File: config.mk
export PLATFORM = sky130hd
export DESIGN_NAME = running_mean_variance
export DESIGN_NICKNAME = d
export VERILOG_FILES = /design/src/design/rmv_pkg.sv /design/src/design/rmv_ctrl.sv /design/src/design/rmv_dp.sv /design/src/design/running_mean_variance.sv
export SDC_FILE = /design/constraint.sdc
export NUM_CORES = 2
export LEC_CHECK = 0
export ABC_AREA = 1
export BUFFER_PORTS_ARGS = -buffer_cell sky130_fd_sc_hd__buf_4
export CAP_MARGIN = 20
export CORE_MARGIN = 3
export CORE_UTILIZATION = 26
export DETAILED_ROUTE_END_ITERATION = 10
export PLACE_DENSITY = 0.42
export REMOVE_ABC_BUFFERS = 1
export SYNTH_ARGS = -nofsm -noshare
export SYNTH_HDL_FRONTEND = slang
export SYNTH_HIERARCHICAL = 1
export SYNTH_SLANG_ARGS = --single-unit
File: constraint.sdc
create_clock -name clk -period 25.3 [get_ports clk]
set_input_delay 2.53 -clock clk [delete_from_list [all_inputs] [get_ports clk]]
set_output_delay 2.53 -clock clk [all_outputs]
set_load 0.005 [all_outputs]
File: src/design/rmv_pkg.sv
package rmv_pkg;

	typedef struct packed {
		logic        command;
		logic [31:0] sample;
	} rmv_in_t;

	typedef struct packed {
		logic [31:0] sample_count;
		logic [31:0] running_mean;
		logic [47:0] sample_variance;
		logic [31:0] std_deviation;
		logic        sample_ignored;
	} rmv_out_t;

	localparam logic CMD_PUSH  = 1'b0;
	localparam logic CMD_CLEAR = 1'b1;

	typedef enum logic [3:0] {
		ST_IDLE,
		ST_DELTA,
		ST_DIV1,
		ST_MEAN,
		ST_MUL,
		ST_ACC,
		ST_VSETUP,
		ST_DIV2,
		ST_SQRT,
		ST_OUT
	} rmv_state_t;

	typedef struct packed {
		logic load;
		logic clear;
		logic skip;
		logic delta;
		logic div_start;
		logic mean;
		logic mul_step;
		logic acc;
		logic vsetup;
		logic sqrt_start;
		logic sqrt_step;
		logic out_load;
	} rmv_cmd_t;

	typedef struct packed {
		logic div_done;
		logic mul_done;
		logic sqrt_done;
		logic cnt_big;
	} rmv_sts_t;

endpackage

File: src/design/rmv_ctrl.sv
module rmv_ctrl
	import rmv_pkg::*;
(
	input  logic       clk,
	input  logic       arst_n,
	input  logic       in_fire,
	input  logic       in_clear,
	input  logic       in_sat,
	input  logic       out_free,
	input  rmv_sts_t   sts,
	output rmv_cmd_t   cmd,
	output logic       busy
);

	rmv_state_t state_q, state_d;

	always_ff @(posedge clk or negedge arst_n) begin
		if (!arst_n) state_q <= ST_IDLE;
		else state_q <= state_d;
	end

	always_comb begin
		state_d = state_q;
		unique case (state_q)
			ST_IDLE: if (in_fire) begin
				if (in_clear || in_sat) state_d = ST_VSETUP;
				else state_d = ST_DELTA;
			end
			ST_DELTA:  state_d = ST_DIV1;
			ST_DIV1:   if (sts.div_done) state_d = ST_MEAN;
			ST_MEAN:   state_d = ST_MUL;
			ST_MUL:    if (sts.mul_done) state_d = ST_ACC;
			ST_ACC:    state_d = ST_VSETUP;
			ST_VSETUP: state_d = sts.cnt_big ? ST_DIV2 : ST_OUT;
			ST_DIV2:   if (sts.div_done) state_d = ST_SQRT;
			ST_SQRT:   if (sts.sqrt_done) state_d = ST_OUT;
			ST_OUT:    if (out_free) state_d = ST_IDLE;
			default:   state_d = ST_IDLE;
		endcase
	end

	always_comb begin
		cmd = '0;
		busy = (state_q != ST_IDLE);
		unique case (state_q)
			ST_IDLE: begin
				cmd.load  = in_fire;
				cmd.clear = in_fire && in_clear;
				cmd.skip  = in_fire && !in_clear && in_sat;
			end
			ST_DELTA:  begin
				cmd.delta = 1'b1;
				cmd.div_start = 1'b1;
			end
			ST_MEAN:   cmd.mean = 1'b1;
			ST_MUL:    cmd.mul_step = 1'b1;
			ST_ACC:    cmd.acc = 1'b1;
			ST_VSETUP: begin
				cmd.vsetup = 1'b1;
				cmd.div_start = sts.cnt_big;
			end
			ST_DIV2:   cmd.sqrt_start = sts.div_done;
			ST_SQRT:   cmd.sqrt_step = 1'b1;
			ST_OUT:    cmd.out_load = out_free;
			default:   cmd = '0;
		endcase
	end

endmodule

File: src/design/rmv_dp.sv
module rmv_dp
	import rmv_pkg::*;
(
	input  logic     clk,
	input  rmv_in_t  in_item,
	input  rmv_cmd_t cmd,
	input  logic     arst_n,
	output rmv_sts_t sts,
	output logic     sat,
	output rmv_out_t res
);

	logic [31:0] count_q;
	logic [47:0] mean_q;
	logic [63:0] sum_q;
	logic [31:0] sample_q;
	logic        ign_q;
	logic        dneg_q;
	logic [47:0] dmag_q;

	// Shared restoring divider: 64-bit dividend, 32-bit divisor, one bit a cycle.
	logic [63:0] quo_q;
	logic [32:0] rem_q;
	logic [31:0] dvs_q;
	logic [6:0]  div_cnt_q;
	logic        div_busy_q;
	logic [33:0] rem_sh;
	logic [33:0] rem_sub;

	// Shift-add multiplier over 48 bits of the second operand, four bits a cycle.
	logic [99:0] prod_q;
	logic [47:0] mplr_q;
	logic [3:0]  mul_cnt_q;

	// Square root, one result bit a cycle.
	logic [63:0] rad_q;
	logic [33:0] root_q;
	logic [65:0] srem_q;
	logic [5:0]  sq_cnt_q;
	logic [65:0] trial;
	logic [65:0] srem_sh;

	logic [47:0] var_q;
	logic [32:0] count_inc;
	logic [48:0] xw;
	logic [48:0] mean_new;
	logic [48:0] d2;
	logic [64:0] acc_sum;
	logic [51:0] pp;

	assign sat = (count_q == 32'hFFFF_FFFF);
	assign sts.cnt_big = (count_q > 32'd1);
	assign sts.div_done = div_busy_q && (div_cnt_q == 7'd0);
	assign sts.mul_done = (mul_cnt_q == 4'd12);
	assign sts.sqrt_done = (sq_cnt_q == 6'd0);

	assign count_inc = {1'b0, count_q} + 33'd1;
	assign xw = {{1{sample_q[31]}}, sample_q, 16'd0};
	assign mean_new = dneg_q ? ({mean_q[47], mean_q} - {1'b0, quo_q[47:0]})
	                         : ({mean_q[47], mean_q} + {1'b0, quo_q[47:0]});
	assign d2 = xw - mean_new;
	assign rem_sh = {rem_q, quo_q[63]};
	assign rem_sub = rem_sh - {2'b0, dvs_q};
	assign pp = {4'd0, dmag_q} * {48'd0, mplr_q[3:0]};
	assign acc_sum = {1'b0, sum_q} + ((prod_q[99:96] != 4'd0) ? {1'b0, 64'hFFFF_FFFF_FFFF_FFFF}
	                                                          : {1'b0, prod_q[95:32]});
	assign srem_sh = {srem_q[63:0], rad_q[63:62]};
	assign trial = {30'd0, root_q, 2'b01};

	always_ff @(posedge clk or negedge arst_n) begin
		if (!arst_n) begin
			count_q <= '0;
			mean_q <= '0;
			sum_q <= '0;
			div_busy_q <= 1'b0;
			div_cnt_q <= '0;
			mul_cnt_q <= '0;
			sq_cnt_q <= '0;
		end else begin
			if (cmd.clear) begin
				count_q <= '0;
				mean_q <= '0;
				sum_q <= '0;
			end
			if (cmd.delta) count_q <= count_inc[31:0];
			if (cmd.mean) mean_q <= mean_new[47:0];
			if (cmd.acc) sum_q <= acc_sum[64] ? 64'hFFFF_FFFF_FFFF_FFFF : acc_sum[63:0];

			if (cmd.div_start) begin
				div_busy_q <= 1'b1;
				div_cnt_q <= 7'd64;
			end else if (div_busy_q && div_cnt_q != 7'd0) begin
				div_cnt_q <= div_cnt_q - 7'd1;
			end else begin
				div_busy_q <= 1'b0;
			end

			if (cmd.mean) mul_cnt_q <= '0;
			else if (cmd.mul_step && mul_cnt_q != 4'd12) mul_cnt_q <= mul_cnt_q + 4'd1;

			if (cmd.sqrt_start) sq_cnt_q <= 6'd32;
			else if (cmd.sqrt_step && sq_cnt_q != 6'd0) sq_cnt_q <= sq_cnt_q - 6'd1;
		end
	end

	always_ff @(posedge clk) begin
		if (cmd.load) begin
			sample_q <= in_item.sample;
			ign_q <= cmd.skip;
		end
		if (cmd.delta) begin
			dneg_q <= (xw - {mean_q[47], mean_q}) >> 48 != 49'd0;
			dmag_q <= (xw - {mean_q[47], mean_q}) >> 48 != 49'd0
			          ? 48'(({mean_q[47], mean_q}) - xw)
			          : 48'(xw - {mean_q[47], mean_q});
			rem_q <= '0;
			dvs_q <= count_inc[31:0];
		end
		if (cmd.delta) begin
			quo_q <= {16'd0, (((xw - {mean_q[47], mean_q}) >> 48) != 49'd0)
			          ? 48'({mean_q[47], mean_q} - xw)
			          : 48'(xw - {mean_q[47], mean_q})};
		end else if (cmd.vsetup) begin
			quo_q <= sum_q;
			rem_q <= '0;
			dvs_q <= count_q - 32'd1;
		end else if (div_busy_q && div_cnt_q != 7'd0) begin
			if (!rem_sub[33]) begin
				rem_q <= rem_sub[32:0];
				quo_q <= {quo_q[62:0], 1'b1};
			end else begin
				rem_q <= rem_sh[32:0];
				quo_q <= {quo_q[62:0], 1'b0};
			end
		end
		if (cmd.mean) begin
			mplr_q <= d2[48] ? 48'(-d2) : d2[47:0];
			prod_q <= '0;
		end else if (cmd.mul_step && mul_cnt_q != 4'd12) begin
			prod_q <= prod_q + ({48'd0, pp} << {mul_cnt_q, 2'b00});
			mplr_q <= mplr_q >> 4;
		end
		if (cmd.vsetup) var_q <= '0;
		if (cmd.sqrt_start) begin
			var_q <= quo_q[63:16];
			rad_q <= {quo_q[63:16], 16'd0};
			root_q <= '0;
			srem_q <= '0;
		end else if (cmd.sqrt_step && sq_cnt_q != 6'd0) begin
			rad_q <= rad_q << 2;
			if (srem_sh >= trial) begin
				srem_q <= srem_sh - trial;
				root_q <= {root_q[32:0], 1'b1};
			end else begin
				srem_q <= srem_sh;
				root_q <= {root_q[32:0], 1'b0};
			end
		end
		if (cmd.out_load) begin
			res.sample_count <= count_q;
			res.running_mean <= mean_q[47:16];
			res.sample_variance <= var_q;
			res.std_deviation <= sts.cnt_big ? root_q[31:0] : 32'd0;
			res.sample_ignored <= ign_q;
		end
	end

endmodule

File: src/design/running_mean_variance.sv
// Channel  | Direction | Payload
// in       | input     | rmv_in_t  (command, sample)
// out      | output    | rmv_out_t (count, mean, variance, std deviation, ignored flag)
// A push runs through the delta step, the first division, the mean update, the product,
// the accumulation and the variance setup, then the second division and the square root
// when the count exceeds one. A clear and an ignored sample take the variance path only.
// Reset clears all statistics; one item is in work at a time.
// The result register holds its request while out_ready is low; in_ready waits for it.
module running_mean_variance
	import rmv_pkg::*;
(
	input  logic     clk,
	input  logic     arst_n,
	input  logic     in_valid,
	output logic     in_ready,
	input  rmv_in_t  in_data,
	output logic     out_valid,
	input  logic     out_ready,
	output rmv_out_t out_data
);

	rmv_cmd_t cmd;
	rmv_sts_t sts;
	logic     busy;
	logic     sat;
	logic     in_fire;
	logic     out_free;
	logic     out_valid_q;

	assign in_ready = !busy;
	assign in_fire = in_valid && in_ready;
	assign out_free = !out_valid_q || out_ready;
	assign out_valid = out_valid_q;

	always_ff @(posedge clk or negedge arst_n) begin
		if (!arst_n) out_valid_q <= 1'b0;
		else if (cmd.out_load) out_valid_q <= 1'b1;
		else if (out_ready) out_valid_q <= 1'b0;
	end

	rmv_ctrl u_ctrl (
		.clk      (clk),
		.arst_n   (arst_n),
		.in_fire  (in_fire),
		.in_clear (in_data.command == CMD_CLEAR),
		.in_sat   (sat),
		.out_free (out_free),
		.sts      (sts),
		.cmd      (cmd),
		.busy     (busy)
	);

	rmv_dp u_dp (
		.clk     (clk),
		.in_item (in_data),
		.cmd     (cmd),
		.arst_n  (arst_n),
		.sts     (sts),
		.sat     (sat),
		.res     (out_data)
	);

`ifndef SYNTHESIS
	a_no_accept_busy: assert property (@(posedge clk) disable iff (!arst_n)
		busy |-> !in_ready) else $error("accepted while busy");
	a_load_when_free: assert property (@(posedge clk) disable iff (!arst_n)
		cmd.out_load |-> out_free) else $error("result overwritten");
	a_out_after_load: assert property (@(posedge clk) disable iff (!arst_n)
		cmd.out_load |=> out_valid) else $error("result lost");
`endif

endmodule
[Word level (Yosys, flattened, before mapping)]
Cells that the tools add are included.
W data, S select, Z words.
Operators by class
  $add $sub $neg: 15
  multipliers: 1
  order comparisons: 2
  eq/ne operators: 19
  shift operators: 1
  mux-type cells: 60
  reduce and logical (&&, ||, !) cells: 31
Operators with widths (count)
  $mux W64: 9
  $mux W48: 9
  $mux W33: 5
  $mux W32: 5
  $add A100 B100 Y100: 1
  $shl A52 B6 Y100: 1
  $ge A66 B36 Y1: 1
  $add A64 B65 Y65: 1
  $sub A64 B36 Y64: 1
  $mul A48 B4 Y52: 1
  $add A49 B48 Y49: 1
  $mux W49: 1
  $sub A48 B48 Y49: 1
  $sub A49 B48 Y49: 1
  $sub A49 B49 Y49: 1
  $neg A48 Y48: 1
  $sub A48 B48 Y48: 1
  $pmux W4 S10: 1
  $mux W4: 9
  $sub A34 B32 Y34: 1
  $add A32 B1 Y32 const B: 1
  $eq A32 B32 Y1 const B: 1
  $gt A32 B1 Y1 const B: 1
  $sub A32 B1 Y32 const B: 1
  other kinds (27): 73
Word-level totals
  register bits after elaboration: 865
  input bits: 37
  output and inout bits: 147
  logic and storage cells: 157

[Logic depth before layout (Yosys ltp)]
  depth in word-level cells: 8
  gate-level depth with buffers: 49
  gate-level depth less buffers: 49

[Modules after synthesis]
The synthesis kept the hierarchy.
Modules (own cells, without submodules)
  rmv_dp: times used 1, cells an instance 10517, area each 71894.0 um^2
  rmv_ctrl: times used 1, cells an instance 86, area each 476.7 um^2
  running_mean_variance: times used 1, cells an instance 8, area each 56.3 um^2

[Worst setup path after synthesis]
No wires, ideal clock.
  path kind: in2reg
  start point: in out_ready
  end point: reg out_valid_q (netlist: out_valid)
  setup time: 108 ps
  arrival time: 17168 ps
  data required time: 25192 ps
  setup slack: 8023 ps
  stages on the path: 6
  cell sequence: inv_1 nand2_2 inv_1 nor4_1 inv_1 nand2_2
RTL lines
  from (decl): RTL line running_mean_variance.sv:18  | input logic out_ready,
  to (signal assigned): RTL line running_mean_variance.sv:36  | if (!arst_n) out_valid_q <= 1'b0;
  to (signal assigned): RTL line running_mean_variance.sv:37  | else if (cmd.out_load) out_valid_q <= 1'b1;
  to (signal assigned): RTL line running_mean_variance.sv:38  | else if (out_ready) out_valid_q <= 1'b0;
  to (decl): RTL line running_mean_variance.sv:28  | logic out_valid_q;

[Worst setup path in the final report]
  start point: reg u_dp.mplr_q[3]
  end point: reg u_dp.prod_q[67]
Between the ends
  word-level cells in the longest chain between the ends: 3
Ends and longest elaborated chain
  from (decl): RTL line rmv_dp.sv:32  | logic [47:0] mplr_q;
  from (signal assigned): RTL line rmv_dp.sv:137  | mplr_q <= d2[48] ? 48'(-d2) : d2[47:0];
  from (signal assigned): RTL line rmv_dp.sv:141  | mplr_q <= mplr_q >> 4;
  $mul A48 B4 Y52: RTL line rmv_dp.sv:64  | assign pp = {4'd0, dmag_q} * {48'd0, mplr_q[3:0]};
  $shl A52 B6 Y100: RTL line rmv_dp.sv:140  | prod_q <= prod_q + ({48'd0, pp} << {mul_cnt_q, 2'b00});
  $add A100 B100 Y100: RTL line rmv_dp.sv:140
  to (signal assigned): RTL line rmv_dp.sv:140
  to (decl): RTL line rmv_dp.sv:31  | logic [99:0] prod_q;
Every way passes these cells.
A chain may end at the register's enable or synchronous reset.

==> impl_metrics.py <==
metrics = {
    "logic_synthesis": {
        "seq_area_frac_synth_pct": 30.9,
        "syn_inst": 10600,
        "yosysWarnings": 6,
        "synthesis.area_sq_um": 72400,
        "yosys.area.top_type_share_pct": 17.4,
        "synth_cell_type_count": 63,
        "yosysTopAreaCell": "edfxtp_1",
        "yosys-top-cells-area": "edfxtp_1 (17%), nand2_1 (12%), inv_1 (9.6%)",
        "dominantRegCellSynth": "edfxtp_1",
        "synth_seq_cells": 865,
        "synth_edf_count": 419,
        "synth-async-reset-ratio_pct": 19.3,
        "synth_area_per_cell_sq_um": 6.83,
    },
    "route": {
        "drc": 0,
        "dr.pass1.iters": 8,
        "routed_wirelength_microns": 308000,
        "vias": 70900,
        "via_per_inst": 4.89,
        "drt-wirelength-per-cell_microns": 21.2,
        "drt-initial-drc-count": 5147,
        "detail-route-antenna-nets": 0,
    },
    "sta": {
        "slew_headroom_pct": 22.7,
        "hold-worst-slack_ns": 0.390,
        "fmax_ghz": 0.111,
        "fin_crit_ns": 9.02,
        "hold_violations": 0,
        "tightest_slew_ns": 1.15,
        "setup_tns_ns": 0,
        "timing.final.crit_share_pct": 35.6,
        "grt_setup_unrepaired": "false",
        "setup_violations": 0,
        "finClkSkew_ns": 0.0724,
        "slew_violations": 0,
    },
    "cts": {
        "postCtsHoldBufs": 0,
        "htree_levels": 3,
        "postCtsSetupBuffers": 0,
        "cts_buffer_depth": 3,
        "cts_tree": "done",
        "clock_latency_ns": 0.82,
        "cts.clk_slew.worst_paths_ns": 0.06,
        "clock-sinks": 865,
        "post_cts_resized": 0,
        "cts_buffers": 113,
        "cts_root_buffer": "clkbuf_16",
    },
    "global_route": {
        "grt-ovfl-total": 0,
        "grt_antenna_before_repair": 19,
        "grt_pass1_vias": 69700,
        "grt_pass1_wl_microns": 453000,
        "grt_max_degree": 84,
        "track_usage_pct": 20.8,
    },
    "power": {
        "p_seq_share_pct": 46.2,
        "total_power_w": 0.00316,
        "p_leak_nw": 37.5,
        "ir_worst_vdd_mv": 0.0581,
        "switchingPower_w": 0.000725,
        "switching_share_pct": 23.0,
        "pwr-share-comb_pct": 0.4,
        "intPower_w": 0.00243,
        "clkPwrFrac_pct": 53.4,
        "powerDensity_nw_per_um2": 38.6,
    },
    "critical_path": {
        "startpoint_type": "register",
        "endpoint_kind": "register",
        "crit_buf_inv": 7,
        "critPathTopFamily": "compound AO/OA/AOI/OAI gates",
        "arrival_ns": 9.72,
        "worstPathMaxFanout": 48,
        "ff2ff_setup_slack_ns": 16.28,
        "worst_path_max_delay_cell": "a21oi_1",
        "required_ns": 26.00,
        "path_class": "register to register",
        "slowest_delay_ns": 0.59,
    },
    "floorplanning": {
        "fp.dieArea_sq_um": 285000,
        "ios": 184,
        "fp.dieH_microns": 534,
        "die_x_microns": 534,
        "start_util_pct": 26.2,
        "rows": 193,
        "core_sq_um": 277000,
    },
    "layout": {
        "final_common_cell": "nand2_1",
        "area_delta_synth_final_pct": 13.0,
        "nets": 11300,
        "stdcell_count": 14500,
        "layout-drive-gt1-share_pct": 5.63,
        "layout_common_cells": "nand2_1 (2367), inv_1 (1851), nor2_1 (1041), o21ai_0 (820), a21oi_1 (787)",
        "final_area_sq_um": 81800,
    },
    "place": {
        "dpl.hpwl_microns": 252000,
        "port_buffers": 183,
        "place_congestion": 0.968,
        "place_area_sq_um": 77900,
        "placedCellCount": 14300,
    },
    "flow_run": {
        "maxCapViolCount": 0,
    },
    "run_status": {
        "outcome": "finished, final reports clean",
    },
    "hold_path": {
        "hold_path.class": "register to register",
    },
}
-- metrics by stage --
| stage | setup WS [ns] | util (%) |
|---|---|---|
| 5_1_grt | 15.70 | 29.6 |
| 3_5_place_dp | 16.50 | 28.2 |
| 3_3_place_gp | 16.56 | 28.1 |
| 2_1_floorplan | 8.02 | - |
| 6_report | 16.28 | 29.6 |
| 4_1_cts | 16.46 | 29.6 |
-- sequential cells by signal, indices dropped and copies added (netlist names), 4 cells and up --
register,cells
u_dp/mplr_q,48
u_dp/prod_q,100
u_dp/dmag_q,48
u_dp/dvs_q,32
u_dp/sq_cnt_q,6
u_dp/sample_q,32
u_dp/res,145
u_dp/quo_q,64
u_dp/mean_q,48
u_dp/rad_q,48
u_dp/mul_cnt_q,4
u_dp/count_q,32
u_dp/sum_q,64
u_dp/rem_q,33
u_ctrl/state_q,4
u_dp/srem_q,64
u_dp/var_q,48
u_dp/div_cnt_q,7
u_dp/root_q,34
-- metal layers --
metal  vias up  share of wire [%]  global-route usage [%]
met4         6                3.1                    5.93
met2      1769                 46                    34.4
met3       386                4.2                    2.09
met5         -              0.016                       0
met1     33800                 47                    28.7
li1      34900                  -                       -
-- power groups by stage --
stage	clock network (W)	registers, W	logic (W)
after floorplan	0	0.00149	0.000000138
after global placement	0	0.00149	0.0000119
after detailed placement	0	0.00149	0.0000120
after CTS	0.00176	0.00146	0.0000120
after global routing	0.00180	0.00146	0.0000128
final	0.00169	0.00146	0.0000112
-- cell type report --
type / instances / area, sq um
antenna: 6 / 15.0
sequential: 865 / 22300
clock buffer: 143 / 3010
inverter: 1876 / 7060
tap: 3705 / 4640
fill: 30900 / 195000
clock inverter: 72 / 842
multi-input combinational: 7586 / 42000
timing repair buffer: 252 / 1920
-- kinds of logic after synthesis --
family                     share of synthesized area, %
and+or+nand+nor                                    25.1
muxes                                             0.138
xor gates and xnor gates                           4.61
AOI/OAI and AO/OA                                  17.7
buffers and inverters                              11.3
DFF                                                30.9
adders and majority gates                          10.3
-- path summary, 6_finish.rpt --
check	start	to	cells past startpoint
setup / recovery	u_dp/mplr_q[3]$_DFFE_PP_	u_dp/prod_q[67]$_SDFFE_PP0P_	36
hold / removal	u_dp/var_q[39]$_SDFFCE_PN0P_	u_dp/res[72]$_DFFE_PP_	0
setup reg to reg	u_dp/mplr_q[3]$_DFFE_PP_	u_dp/prod_q[67]$_SDFFE_PP0P_	36
hold reg to reg	u_dp/var_q[39]$_SDFFCE_PN0P_	u_dp/res[72]$_DFFE_PP_	0
max in group asynchronous	arst_n	u_dp/count_q[16]$_DFFE_PN0P_	2
min in group asynchronous	arst_n	u_dp/mul_cnt_q[2]$_DFFE_PN0P_	1
-- Yosys cell counts (9+ instances only) --
| cell | number |
|---|---|
| a21boi_0 | 27 |
| a21o_1 | 38 |
| a21oi_1 | 787 |
| a31o_2 | 13 |
| a31oi_1 | 104 |
| and2_1 | 9 |
| buf_1 | 34 |
| buf_2 | 13 |
| clkbuf_1 | 231 |
| dfrtp_1 | 167 |
| dfxtp_1 | 279 |
| edfxtp_1 | 419 |
| fa_1 | 97 |
| ha_1 | 441 |
| inv_1 | 1860 |
| inv_2 | 9 |
| mux2i_1 | 10 |
| nand2_1 | 2371 |
| nand2_2 | 30 |
| nand3_1 | 521 |
| nand3b_1 | 23 |
| nand4_1 | 89 |
| nor2_1 | 1045 |
| nor2_2 | 23 |
| nor2_4 | 9 |
| nor3_1 | 144 |
| nor4_1 | 56 |
| o211ai_1 | 159 |
| o21a_1 | 80 |
| o21ai_0 | 820 |
| o21ai_1 | 20 |
| o21bai_1 | 29 |
| o221ai_1 | 24 |
| o22ai_1 | 98 |
| o31ai_1 | 16 |
| or2_2 | 48 |
| xnor2_1 | 139 |
| xor2_1 | 242 |
(Power assumes the default switching activity.)
